**config.mk**
```make
export PLATFORM = sky130hd
export DESIGN_NAME = can_wideband_afr_decoder
export DESIGN_NICKNAME = d
export VERILOG_FILES = /design/src/hdl/cwad_pkg.sv /design/src/hdl/cwad_divider.sv /design/src/hdl/cwad_datapath.sv /design/src/hdl/cwad_controller.sv /design/src/hdl/can_wideband_afr_decoder.sv
export SDC_FILE = /design/constraint.sdc
export NUM_CORES = 2
export LEC_CHECK = 0
export ABC_AREA = 1
export BUFFER_PORTS_ARGS = -buffer_cell sky130_fd_sc_hd__buf_4
export CORE_MARGIN = 3
export CORE_UTILIZATION = 45
export DETAILED_ROUTE_END_ITERATION = 7
export SETUP_SLACK_MARGIN = 0.5
export SLEW_MARGIN = 40
export SYNTH_ARGS = -nofsm -noshare
export SYNTH_HDL_FRONTEND = slang
export SYNTH_SLANG_ARGS = --single-unit
```
**constraint.sdc**
```tcl
create_clock -name clk -period 5.3 [get_ports clk]
set_clock_uncertainty 0.1 [all_clocks]
set_input_delay 0.265 -clock clk [delete_from_list [all_inputs] [get_ports clk]]
set_output_delay 0.265 -clock clk [all_outputs]
set_load 0.005 [all_outputs]
```
**src/hdl/cwad_pkg.sv**
```systemverilog
// ----------------------------------------------------------------------------
// cwad_pkg: shared types and constants for the wideband AFR decoder
// Register indexes, status codes and the controller/datapath command struct.
// ----------------------------------------------------------------------------
package cwad_pkg;

  localparam logic [2:0] REG_MATCH_ID  = 3'd0;
  localparam logic [2:0] REG_WORD_OFF  = 3'd1;
  localparam logic [2:0] REG_EXPECT_EXT = 3'd2;
  localparam logic [2:0] REG_WORD_FMT  = 3'd3;
  localparam logic [2:0] REG_SCALE_NUM = 3'd4;
  localparam logic [2:0] REG_SCALE_DEN = 3'd5;
  localparam logic [2:0] REG_STOICH    = 3'd6;
  localparam logic [2:0] REG_TIMEOUT   = 3'd7;

  localparam logic [1:0] STATUS_NONE  = 2'd0;
  localparam logic [1:0] STATUS_FRESH = 2'd1;
  localparam logic [1:0] STATUS_STALE = 2'd2;

  localparam int QUOT_W = 43;

  typedef struct packed {
    logic load;      // capture item and start
    logic mul1;      // raw*num
    logic mul2;      // *100
    logic div_start; // start divider on scaled product
    logic afr_set;   // register clamped afr
    logic mul3;      // afr*1000
    logic div2_start;
    logic commit;    // update held state
  } cwad_cmd_t;

  typedef struct packed {
    logic is_tick;
    logic pass;
    logic div_done;
  } cwad_stat_t;

endpackage

```
**src/hdl/cwad_divider.sv**
```systemverilog
// ----------------------------------------------------------------------------
// cwad_divider: restoring divider, one quotient bit per cycle
// Divides a 43-bit dividend by a 24-bit divisor.
// ----------------------------------------------------------------------------
module cwad_divider (
  input  logic                          clk,
  input  logic                          rst,
  input  logic                          start,
  input  logic [cwad_pkg::QUOT_W-1:0]   dividend,
  input  logic [23:0]                   divisor,
  output logic                          done,
  output logic [cwad_pkg::QUOT_W-1:0]   quotient
);

  logic [5:0]                 count;
  logic                       busy;
  logic [24:0]                rem;
  logic [23:0]                dvs;
  logic [25:0]                trial;

  assign trial = {rem, quotient[cwad_pkg::QUOT_W-1]} - {2'b00, dvs};

  always_ff @(posedge clk) begin
    if (rst) begin
      busy <= 1'b0;
      done <= 1'b0;
      count <= '0;
    end else begin
      done <= 1'b0;
      if (start) begin
        busy <= 1'b1;
        count <= 6'(cwad_pkg::QUOT_W);
      end else if (busy) begin
        count <= count - 6'd1;
        if (count == 6'd1) begin
          busy <= 1'b0;
          done <= 1'b1;
        end
      end
    end
  end

  always_ff @(posedge clk) begin
    if (start) begin
      rem <= '0;
      dvs <= divisor;
      quotient <= dividend;
    end else if (busy) begin
      if (!trial[25]) begin
        rem <= trial[24:0];
        quotient <= {quotient[cwad_pkg::QUOT_W-2:0], 1'b1};
      end else begin
        rem <= {rem[23:0], quotient[cwad_pkg::QUOT_W-1]};
        quotient <= {quotient[cwad_pkg::QUOT_W-2:0], 1'b0};
      end
    end
  end

endmodule

```
**src/hdl/cwad_datapath.sv**
```systemverilog
// ----------------------------------------------------------------------------
// cwad_datapath: filter, word extraction, scaling and held snapshot
// Runs the arithmetic under the controller's commands.
// ----------------------------------------------------------------------------
module cwad_datapath #(
  parameter int AFR_OFFSET = 0
) (
  input  logic                  clk,
  input  logic                  rst,
  input  cwad_pkg::cwad_cmd_t   cmd_ctl,
  output cwad_pkg::cwad_stat_t  stat,
  input  logic                  cfg_valid,
  input  logic [2:0]            cfg_index,
  input  logic [31:0]           cfg_data,
  input  logic                  cmd,
  input  logic                  frame_extended,
  input  logic                  frame_remote,
  input  logic [28:0]           frame_identifier,
  input  logic [3:0]            length_code,
  input  logic [63:0]           payload,
  output logic [15:0]           afr_out_x100,
  output logic [15:0]           lambda_out_x1000,
  output logic [7:0]            voltage_out_x10,
  output logic [1:0]            status,
  output logic                  frame_accepted
);

  logic [28:0] match_identifier;
  logic [2:0]  word_offset;
  logic        expect_extended;
  logic [1:0]  word_format;
  logic [19:0] scale_numerator;
  logic [23:0] scale_denominator;
  logic [15:0] stoich_ratio;
  logic [15:0] timeout_ticks;

  logic [15:0] afr_held;
  logic [15:0] lambda_held;
  logic [7:0]  voltage_held;
  logic        ever_received;
  logic [15:0] age_count;

  logic        is_tick;
  logic        pass;
  logic [15:0] raw;
  logic [7:0]  volt;
  logic [35:0] prod;
  logic [42:0] prod2;
  logic [15:0] afr_new;
  logic [25:0] prod3;

  logic        div_start;
  logic [42:0] div_dividend;
  logic [23:0] div_divisor;
  logic        div_done;
  logic [42:0] div_q;

  logic [3:0]  len_c;
  logic [3:0]  need;
  logic [7:0]  b0;
  logic [7:0]  b1;
  logic [2:0]  off1;
  logic        fresh;
  logic signed [44:0] sum;

  always_ff @(posedge clk) begin
    if (rst) begin
      match_identifier <= 29'd175;
      word_offset <= 3'd0;
      expect_extended <= 1'b1;
      word_format <= 2'd3;
      scale_numerator <= 20'd1465;
      scale_denominator <= 24'd1000000;
      stoich_ratio <= 16'd1465;
      timeout_ticks <= 16'd2000;
    end else if (cfg_valid) begin
      case (cfg_index)
        cwad_pkg::REG_MATCH_ID:   match_identifier <= cfg_data[28:0];
        cwad_pkg::REG_WORD_OFF:   word_offset <= cfg_data[2:0];
        cwad_pkg::REG_EXPECT_EXT: expect_extended <= cfg_data[0];
        cwad_pkg::REG_WORD_FMT:   word_format <= cfg_data[1:0];
        cwad_pkg::REG_SCALE_NUM:  scale_numerator <= cfg_data[19:0];
        cwad_pkg::REG_SCALE_DEN:  scale_denominator <= cfg_data[23:0];
        cwad_pkg::REG_STOICH:     stoich_ratio <= cfg_data[15:0];
        cwad_pkg::REG_TIMEOUT:    timeout_ticks <= cfg_data[15:0];
        default: ;
      endcase
    end
  end

  assign len_c = (length_code > 4'd8) ? 4'd8 : length_code;
  assign need  = {1'b0, word_offset} + (word_format[0] ? 4'd2 : 4'd1);
  assign off1  = word_offset + 3'd1;
  assign b0    = payload[{word_offset, 3'b000} +: 8];
  assign b1    = payload[{off1, 3'b000} +: 8];

  always_ff @(posedge clk) begin
    if (cmd_ctl.load) begin
      is_tick <= cmd;
      pass <= !cmd && (frame_extended == expect_extended)
              && (frame_identifier == match_identifier)
              && !frame_remote && (need <= len_c);
      if (!word_format[0]) raw <= {8'd0, b0};
      else if (word_format[1]) raw <= {b0, b1};
      else raw <= {b1, b0};
      volt <= (len_c >= 4'd5) ? payload[39:32] : 8'd0;
    end
    if (cmd_ctl.mul1) prod <= 36'(raw) * 36'(scale_numerator);
    if (cmd_ctl.mul2) prod2 <= 43'(prod) * 43'd100;
    if (cmd_ctl.mul3) prod3 <= 26'(afr_new) * 26'd1000;
    if (cmd_ctl.afr_set) begin
      if (sum <= 0) afr_new <= 16'd0;
      else if (sum > 45'sd65535) afr_new <= 16'hFFFF;
      else afr_new <= sum[15:0];
    end
  end

  assign sum = $signed({2'b00, div_q}) + 45'(AFR_OFFSET);

  assign div_start    = cmd_ctl.div_start || cmd_ctl.div2_start;
  assign div_dividend = cmd_ctl.div_start ? prod2 : 43'(prod3);
  assign div_divisor  = cmd_ctl.div_start
                        ? ((scale_denominator == 24'd0) ? 24'd1 : scale_denominator)
                        : ((stoich_ratio == 16'd0) ? 24'd1 : 24'(stoich_ratio));

  cwad_divider u_div (
    .clk(clk), .rst(rst), .start(div_start), .dividend(div_dividend),
    .divisor(div_divisor), .done(div_done), .quotient(div_q)
  );

  always_ff @(posedge clk) begin
    if (rst) begin
      afr_held <= '0;
      lambda_held <= '0;
      voltage_held <= '0;
      ever_received <= 1'b0;
      age_count <= '0;
    end else if (cmd_ctl.commit) begin
      if (is_tick) begin
        if (age_count != 16'hFFFF) age_count <= age_count + 16'd1;
      end else if (pass) begin
        afr_held <= afr_new;
        if (afr_new == 16'd0 || stoich_ratio == 16'd0) lambda_held <= 16'd0;
        else if (div_q > 43'd65535) lambda_held <= 16'hFFFF;
        else lambda_held <= div_q[15:0];
        voltage_held <= volt;
        ever_received <= 1'b1;
        age_count <= '0;
      end
    end
  end

  assign stat.is_tick = is_tick;
  assign stat.pass = pass;
  assign stat.div_done = div_done;

  always_comb begin
    if (!ever_received) status = cwad_pkg::STATUS_NONE;
    else if (age_count >= timeout_ticks) status = cwad_pkg::STATUS_STALE;
    else status = cwad_pkg::STATUS_FRESH;
  end
  assign fresh = (status == cwad_pkg::STATUS_FRESH);
  assign afr_out_x100 = fresh ? afr_held : 16'd0;
  assign lambda_out_x1000 = fresh ? lambda_held : 16'd0;
  assign voltage_out_x10 = fresh ? voltage_held : 8'd0;

  always_ff @(posedge clk) begin
    if (cmd_ctl.commit) frame_accepted <= !is_tick && pass;
  end

endmodule

```
**src/hdl/cwad_controller.sv**
```systemverilog
// ----------------------------------------------------------------------------
// cwad_controller: sequencer for one transaction at a time
// Steps through capture, multiply/divide (accepted frames only), commit, hold.
// ----------------------------------------------------------------------------
module cwad_controller (
  input  logic                  clk,
  input  logic                  rst,
  input  logic                  in_valid,
  output logic                  in_ready,
  output logic                  out_valid,
  input  logic                  out_ready,
  output cwad_pkg::cwad_cmd_t   cmd_ctl,
  input  cwad_pkg::cwad_stat_t  stat
);

  localparam logic [3:0] S_IDLE = 4'd0;
  localparam logic [3:0] S_CHK  = 4'd1;
  localparam logic [3:0] S_MUL2 = 4'd2;
  localparam logic [3:0] S_DIV1 = 4'd3;
  localparam logic [3:0] S_WAIT1 = 4'd4;
  localparam logic [3:0] S_AFR  = 4'd5;
  localparam logic [3:0] S_MUL3 = 4'd6;
  localparam logic [3:0] S_DIV2 = 4'd7;
  localparam logic [3:0] S_WAIT2 = 4'd8;
  localparam logic [3:0] S_COMMIT = 4'd9;
  localparam logic [3:0] S_OUT  = 4'd10;

  logic [3:0] state;
  logic [3:0] state_next;

  assign in_ready  = (state == S_IDLE);
  assign out_valid = (state == S_OUT);

  always_comb begin
    state_next = state;
    cmd_ctl = '0;
    case (state)
      S_IDLE: if (in_valid) begin
        cmd_ctl.load = 1'b1;
        state_next = S_CHK;
      end
      S_CHK: begin
        cmd_ctl.mul1 = 1'b1;
        state_next = (stat.is_tick || !stat.pass) ? S_COMMIT : S_MUL2;
      end
      S_MUL2: begin
        cmd_ctl.mul2 = 1'b1;
        state_next = S_DIV1;
      end
      S_DIV1: begin
        cmd_ctl.div_start = 1'b1;
        state_next = S_WAIT1;
      end
      S_WAIT1: if (stat.div_done) state_next = S_AFR;
      S_AFR: begin
        cmd_ctl.afr_set = 1'b1;
        state_next = S_MUL3;
      end
      S_MUL3: begin
        cmd_ctl.mul3 = 1'b1;
        state_next = S_DIV2;
      end
      S_DIV2: begin
        cmd_ctl.div2_start = 1'b1;
        state_next = S_WAIT2;
      end
      S_WAIT2: if (stat.div_done) state_next = S_COMMIT;
      S_COMMIT: begin
        cmd_ctl.commit = 1'b1;
        state_next = S_OUT;
      end
      S_OUT: if (out_ready) state_next = S_IDLE;
      default: state_next = S_IDLE;
    endcase
  end

  always_ff @(posedge clk) begin
    if (rst) state <= S_IDLE;
    else state <= state_next;
  end

  a_one_side: assert property (@(posedge clk) disable iff (rst) !(in_ready && out_valid))
    else $error("input and output open together");
  a_hold: assert property (@(posedge clk) disable iff (rst)
    out_valid && !out_ready |=> out_valid)
    else $error("result dropped");
  a_commit: assert property (@(posedge clk) disable iff (rst)
    cmd_ctl.commit |=> out_valid)
    else $error("commit without result");

endmodule

```
**src/hdl/can_wideband_afr_decoder.sv**
```systemverilog
// ----------------------------------------------------------------------------
// can_wideband_afr_decoder: CAN wideband AFR decoder top level
// Filters frames, scales the raw word to AFR and lambda, ages on ticks.
// ----------------------------------------------------------------------------
// One transaction at a time: a tick or rejected frame goes straight to commit
// and then has its result offered; an accepted frame first makes two passes
// through the shared 43-step bit-serial divider. The input is ready again in
// the cycle after the result is taken. Configuration writes are taken every
// cycle and must only occur while idle.
module can_wideband_afr_decoder #(
  parameter int AFR_OFFSET = 0
) (
  input  logic        clk,
  input  logic        rst,
  input  logic        cfg_valid,
  output logic        cfg_ready,
  input  logic [2:0]  cfg_index,
  input  logic [31:0] cfg_data,
  input  logic        in_valid,
  output logic        in_ready,
  input  logic        cmd,
  input  logic        frame_extended,
  input  logic        frame_remote,
  input  logic [28:0] frame_identifier,
  input  logic [3:0]  length_code,
  input  logic [63:0] payload,
  output logic        out_valid,
  input  logic        out_ready,
  output logic [15:0] afr_out_x100,
  output logic [15:0] lambda_out_x1000,
  output logic [7:0]  voltage_out_x10,
  output logic [1:0]  status,
  output logic        frame_accepted
);

  cwad_pkg::cwad_cmd_t  cmd_ctl;
  cwad_pkg::cwad_stat_t stat;

  assign cfg_ready = 1'b1;

  cwad_controller u_ctl (
    .clk(clk), .rst(rst), .in_valid(in_valid), .in_ready(in_ready),
    .out_valid(out_valid), .out_ready(out_ready), .cmd_ctl(cmd_ctl), .stat(stat)
  );

  cwad_datapath #(.AFR_OFFSET(AFR_OFFSET)) u_dp (
    .clk(clk), .rst(rst), .cmd_ctl(cmd_ctl), .stat(stat),
    .cfg_valid(cfg_valid), .cfg_index(cfg_index), .cfg_data(cfg_data),
    .cmd(cmd), .frame_extended(frame_extended), .frame_remote(frame_remote),
    .frame_identifier(frame_identifier), .length_code(length_code),
    .payload(payload), .afr_out_x100(afr_out_x100),
    .lambda_out_x1000(lambda_out_x1000), .voltage_out_x10(voltage_out_x10),
    .status(status), .frame_accepted(frame_accepted)
  );

endmodule

```
==> impl_metrics.csv <==
group,metric,value,unit
synthesis,yosys.area.top_type,"sky130_fd_sc_hd__fa_1",
timing,postLayoutSetupSlackWorst,-0.197,ns
clocking,clockBufferDepth,3,
synthesis,synth_area_leaders,"sky130_fd_sc_hd__fa_1 (18%), sky130_fd_sc_hd__edfxtp_1 (17%), sky130_fd_sc_hd__ha_1 (11%), sky130_fd_sc_hd__dfxtp_1 (11%), sky130_fd_sc_hd__inv_1 (10%)",
worst_setup_path,worst_path_largest_cell_delay,0.55,ns
synthesis,yosys_warnings,0,
synthesis,post-synth-top-area-fraction,0.179,
synthesis,synth_most_common_cell,"sky130_fd_sc_hd__inv_1",
timing,period_share,1.04,
hold_path,hp-class,"input port to register",
clocking,cts_root_buf,"sky130_fd_sc_hd__clkbuf_16",
timing,report.final.hold_viol_count,0,
outcome,result_of_the_run,"finished, violations left",
detailed_routing,detail_route.drc_violations,0,
global_route,grt_usage,0.238,
detailed_routing,first_pass_iters,6,
synthesis,area_fraction_in_compound_gates_after_synthesis,0.106,
synthesis,synth_xor_area_frac,0.0244,
worst_setup_path,critical_path_class,"register to register",
worst_setup_path,timing.critical_path.slowest_stage_cell,"sky130_fd_sc_hd__fa_1",
clocking,cts-buffers-inserted,50,
timing,setup_violations,22,
synthesis,synth_top_cells_by_count,"sky130_fd_sc_hd__inv_1 (1,019), sky130_fd_sc_hd__nand2_1 (1,007), sky130_fd_sc_hd__nor2_1 (386)",
worst_setup_path,timing.critical_path.fanout_max,20,
detailed_routing,wl_per_cell,16.4,µm
placement,dpl_worst_slack,-0.347,ns
floorplan,ios,186,
global_route,aggregate_global_routing_overflow,0,
floorplan,core.rowCount,105,
synthesis,synth_nets,5620,
clocking,clk_pin_slew,0.06,ns
placement,gpl.final_weighted_congestion,0.904,
timing,final.min_clock_period,5.50,ns
timing,rsz0062_at_grt,"true",
worst_setup_path,timing.critical_path.arrival,5.75,ns
clocking,cts_tree,"done",
layout,final_layout_size_suffix_gt1_frac,0.142,
timing,max-slew-margin-rel,0.466,
synthesis,async_flop_share,0,
layout,antenna-diode-count,0,
worst_setup_path,timing.critical_path.mode_cell,"sky130_fd_sc_hd__fa_1",
worst_setup_path,crit_path_end_kind,"register",
floorplan,die_height,296,µm
synthesis,synth_top_family_by_area,"adder cells",
timing,maxSlewViolCount,0,
layout,nets,5945,
worst_setup_path,crit_chain,"buf_12 -> nand2_1 -> inv_2 -> fa_1 -> inv_2 -> fa_1 -> inv_1 -> fa_1 -> fa_1 -> fa_1 -> inv_2 -> fa_1 -> inv_2 -> ha_4 -> a21o_1 -> a21oi_2 -> buf_4 -> o21ai_2 -> buf_4 -> o21bai_1 -> nand2_1",
global_route,grt_start_max_net_pins,111,
synthesis,syn-instance-count,4812,
worst_setup_path,timing.critical_path.max_delay_family,"adder cells",
synthesis,synth-adder-area-share,0.289,
placement,numPlacedInstances,6071,
detailed_routing,totalWireLength,103000,µm
timing,max_freq,182,MHz
synthesis,post_synth_mux_area_share,0,
detailed_routing,number_of_antenna_violating_nets_in_the_routed_design,0,
layout,fin_cells,6249,
layout,area_growth_syn_to_layout,19.7,%
global_route,first_pass_grt_wire_length,167000,µm
synthesis,synthSimpleGateAreaFrac,0.184,
placement,port_buffers,181,
synthesis,ys_seq_elements,415,
floorplan,core_region_area,82600,µm²
outcome,failed_checks,"negative setup slack",
clocking,clock_latency,0.62,ns
detailed_routing,detailroute.via_count,31800,
clocking,tritoncts_num_sinks,415,
synthesis,summed_instance_area_of_the_synthesized_netlist,37700,µm²
floorplan,initial_core_util,0.457,
floorplan,dieWidth,296,µm
detailed_routing,first_iter_violations,1804,
placement,hpwlAfterDp,80500,µm
clocking,ctsHtreeMaxLevel,2,
worst_setup_path,timing.critical_path.from_type,"register",
timing,tns,-2.60,ns
synthesis,synthDistinctLibCells,53,
synthesis,avgSynthCellArea,7.84,µm²
run,drv.max_cap_violation_count,0,
global_route,grt_pass1_vias,31700,
floorplan,fp.dieArea,87400,µm²
synthesis,synth_sequential_area_ratio,0.276,
timing,timing_worst_slew_pin_value,0.800,ns
synthesis,yosys_most_used_dff,"sky130_fd_sc_hd__edfxtp_1",
worst_setup_path,timing.critical_path.required,5.56,ns
global_route,grt_antenna_before_repair,2,
detailed_routing,route.detailed.vias_per_inst,5.09,
worst_setup_path,critical_path_buf_inv_count,8,
synthesis,number_of_enable_flip_flop_cells_after_synthesis,210,
sequential cells by signal (all words and copies together), names as in the netlist, 20 cells and up:
name	count
u_dp.scale_denominator	24
u_dp.match_identifier	29
u_dp.prod2	41
u_dp.u_div.rem	25
u_dp.u_div.quotient	43
u_dp.prod3	23
u_dp.u_div.dvs	24
u_dp.scale_numerator	20
u_dp.prod	36
through the flow:
stage / utilization / hold WS (ns) / cell area (µm²)
floorplan: - / 0.264 / 38600
global placement: 0.506 / 0.328 / 41800
detailed placement: 0.507 / 0.339 / 41900
CTS: 0.539 / 0.0263 / 44500
global route: 0.547 / 0.105 / 45200
finish: 0.547 / 0.0646 / 45200
area by class of cell:
cell class	count	area (µm²)
Clock buffer	68	1480
Inverter	1030	3870
Fill cell	7739	37500
Tap cell	1070	1340
Sequential cell	415	10400
Multi-Input combinational cell	3198	23900
Timing Repair Buffer	442	3830
Clock inverter	26	299
layer usage:
layer	up-vias	GRT usage	wire length [µm]	share of wire
met5	-	0	27	0.00026
met4	4	0.0654	2650	0.026
met3	134	0.0279	4320	0.042
met2	641	0.397	47700	0.47
met1	15200	0.328	47900	0.47
li1	15800	-	-	-
tightest hold or removal path, cell delays in order:
cell	delay, ns
sky130_fd_sc_hd__buf_4	0.08
sky130_fd_sc_hd__nand2_1	0.04
sky130_fd_sc_hd__nand4_1	0.08
sky130_fd_sc_hd__nor2_1	0.04
sky130_fd_sc_hd__nand3_1	0.05
sky130_fd_sc_hd__nor2_1	0.05
path summary, 6_finish.rpt:
| check | startpoint | end | slack, ns | depth (start not counted) |
|---|---|---|---|---|
| max | u_dp.raw[6] | u_dp.prod[26] | -0.20 | 21 |
| min | frame_identifier[18] | u_dp.pass | 0.06 | 6 |
| max reg2reg | u_dp.raw[6] | u_dp.prod[26] | -0.20 | 21 |
| min reg2reg | u_dp.volt[0] | u_dp.voltage_held[0] | 0.36 | 2 |
layout by cell type, fill, tap and decap left out, types with 9 or more instances in the layout:
master / n
sky130_fd_sc_hd__o21ai_1: 11
sky130_fd_sc_hd__nand2_2: 21
sky130_fd_sc_hd__nor4_1: 20
sky130_fd_sc_hd__buf_4: 353
sky130_fd_sc_hd__buf_12: 24
sky130_fd_sc_hd__xor2_1: 68
sky130_fd_sc_hd__fa_1: 317
sky130_fd_sc_hd__buf_6: 9
sky130_fd_sc_hd__o21a_1: 9
sky130_fd_sc_hd__edfxtp_1: 210
sky130_fd_sc_hd__ha_4: 20
sky130_fd_sc_hd__o21ai_2: 13
sky130_fd_sc_hd__dfxtp_1: 196
sky130_fd_sc_hd__nor2_1: 358
sky130_fd_sc_hd__a21oi_1: 227
sky130_fd_sc_hd__o211ai_1: 33
sky130_fd_sc_hd__clkbuf_16: 54
sky130_fd_sc_hd__nand4_1: 46
sky130_fd_sc_hd__inv_2: 42
sky130_fd_sc_hd__ha_1: 308
sky130_fd_sc_hd__a21oi_2: 19
sky130_fd_sc_hd__xnor2_1: 30
sky130_fd_sc_hd__inv_1: 980
sky130_fd_sc_hd__nand2_4: 19
sky130_fd_sc_hd__nor2_2: 14
sky130_fd_sc_hd__o21ai_0: 302
sky130_fd_sc_hd__a31oi_1: 11
sky130_fd_sc_hd__o22ai_1: 46
sky130_fd_sc_hd__fa_2: 20
sky130_fd_sc_hd__nand3b_1: 10
sky130_fd_sc_hd__nand3_1: 155
sky130_fd_sc_hd__a21oi_4: 15
sky130_fd_sc_hd__dfxtp_2: 9
sky130_fd_sc_hd__dlygate4sd3_1: 53
sky130_fd_sc_hd__nand2_1: 973
sky130_fd_sc_hd__nor3_1: 29
sky130_fd_sc_hd__nor2_4: 18
sky130_fd_sc_hd__clkinv_2: 11
repair_timing:
| action | 4_1_cts | 5_1_grt |
|---|---|---|
| pin swaps | 8 | 40 |
| gates resized for setup | 67 | 111 |
| endpoints found under the setup margin | 28 | 33 |
| hold endpoints to repair | 132 | 0 |
| buffers inserted | 3 | 27 |
| hold buffers | 53 | 0 |
cell families (layout without fill, tap and decap cells):
| group | count (synthesis) | count (layout) |
|---|---|---|
| xor+xnor | 105 | 105 |
| buf+inv | 1199 | 1566 |
| flops | 415 | 415 |
| other cells | 1 | 1 |
| fa+ha+maj | 668 | 668 |
| simple gates | 1690 | 1690 |
| compound gates | 734 | 734 |
Power is not shown: default switching activity piles up to over one toggle a cycle in this logic, so the estimate is an artifact.
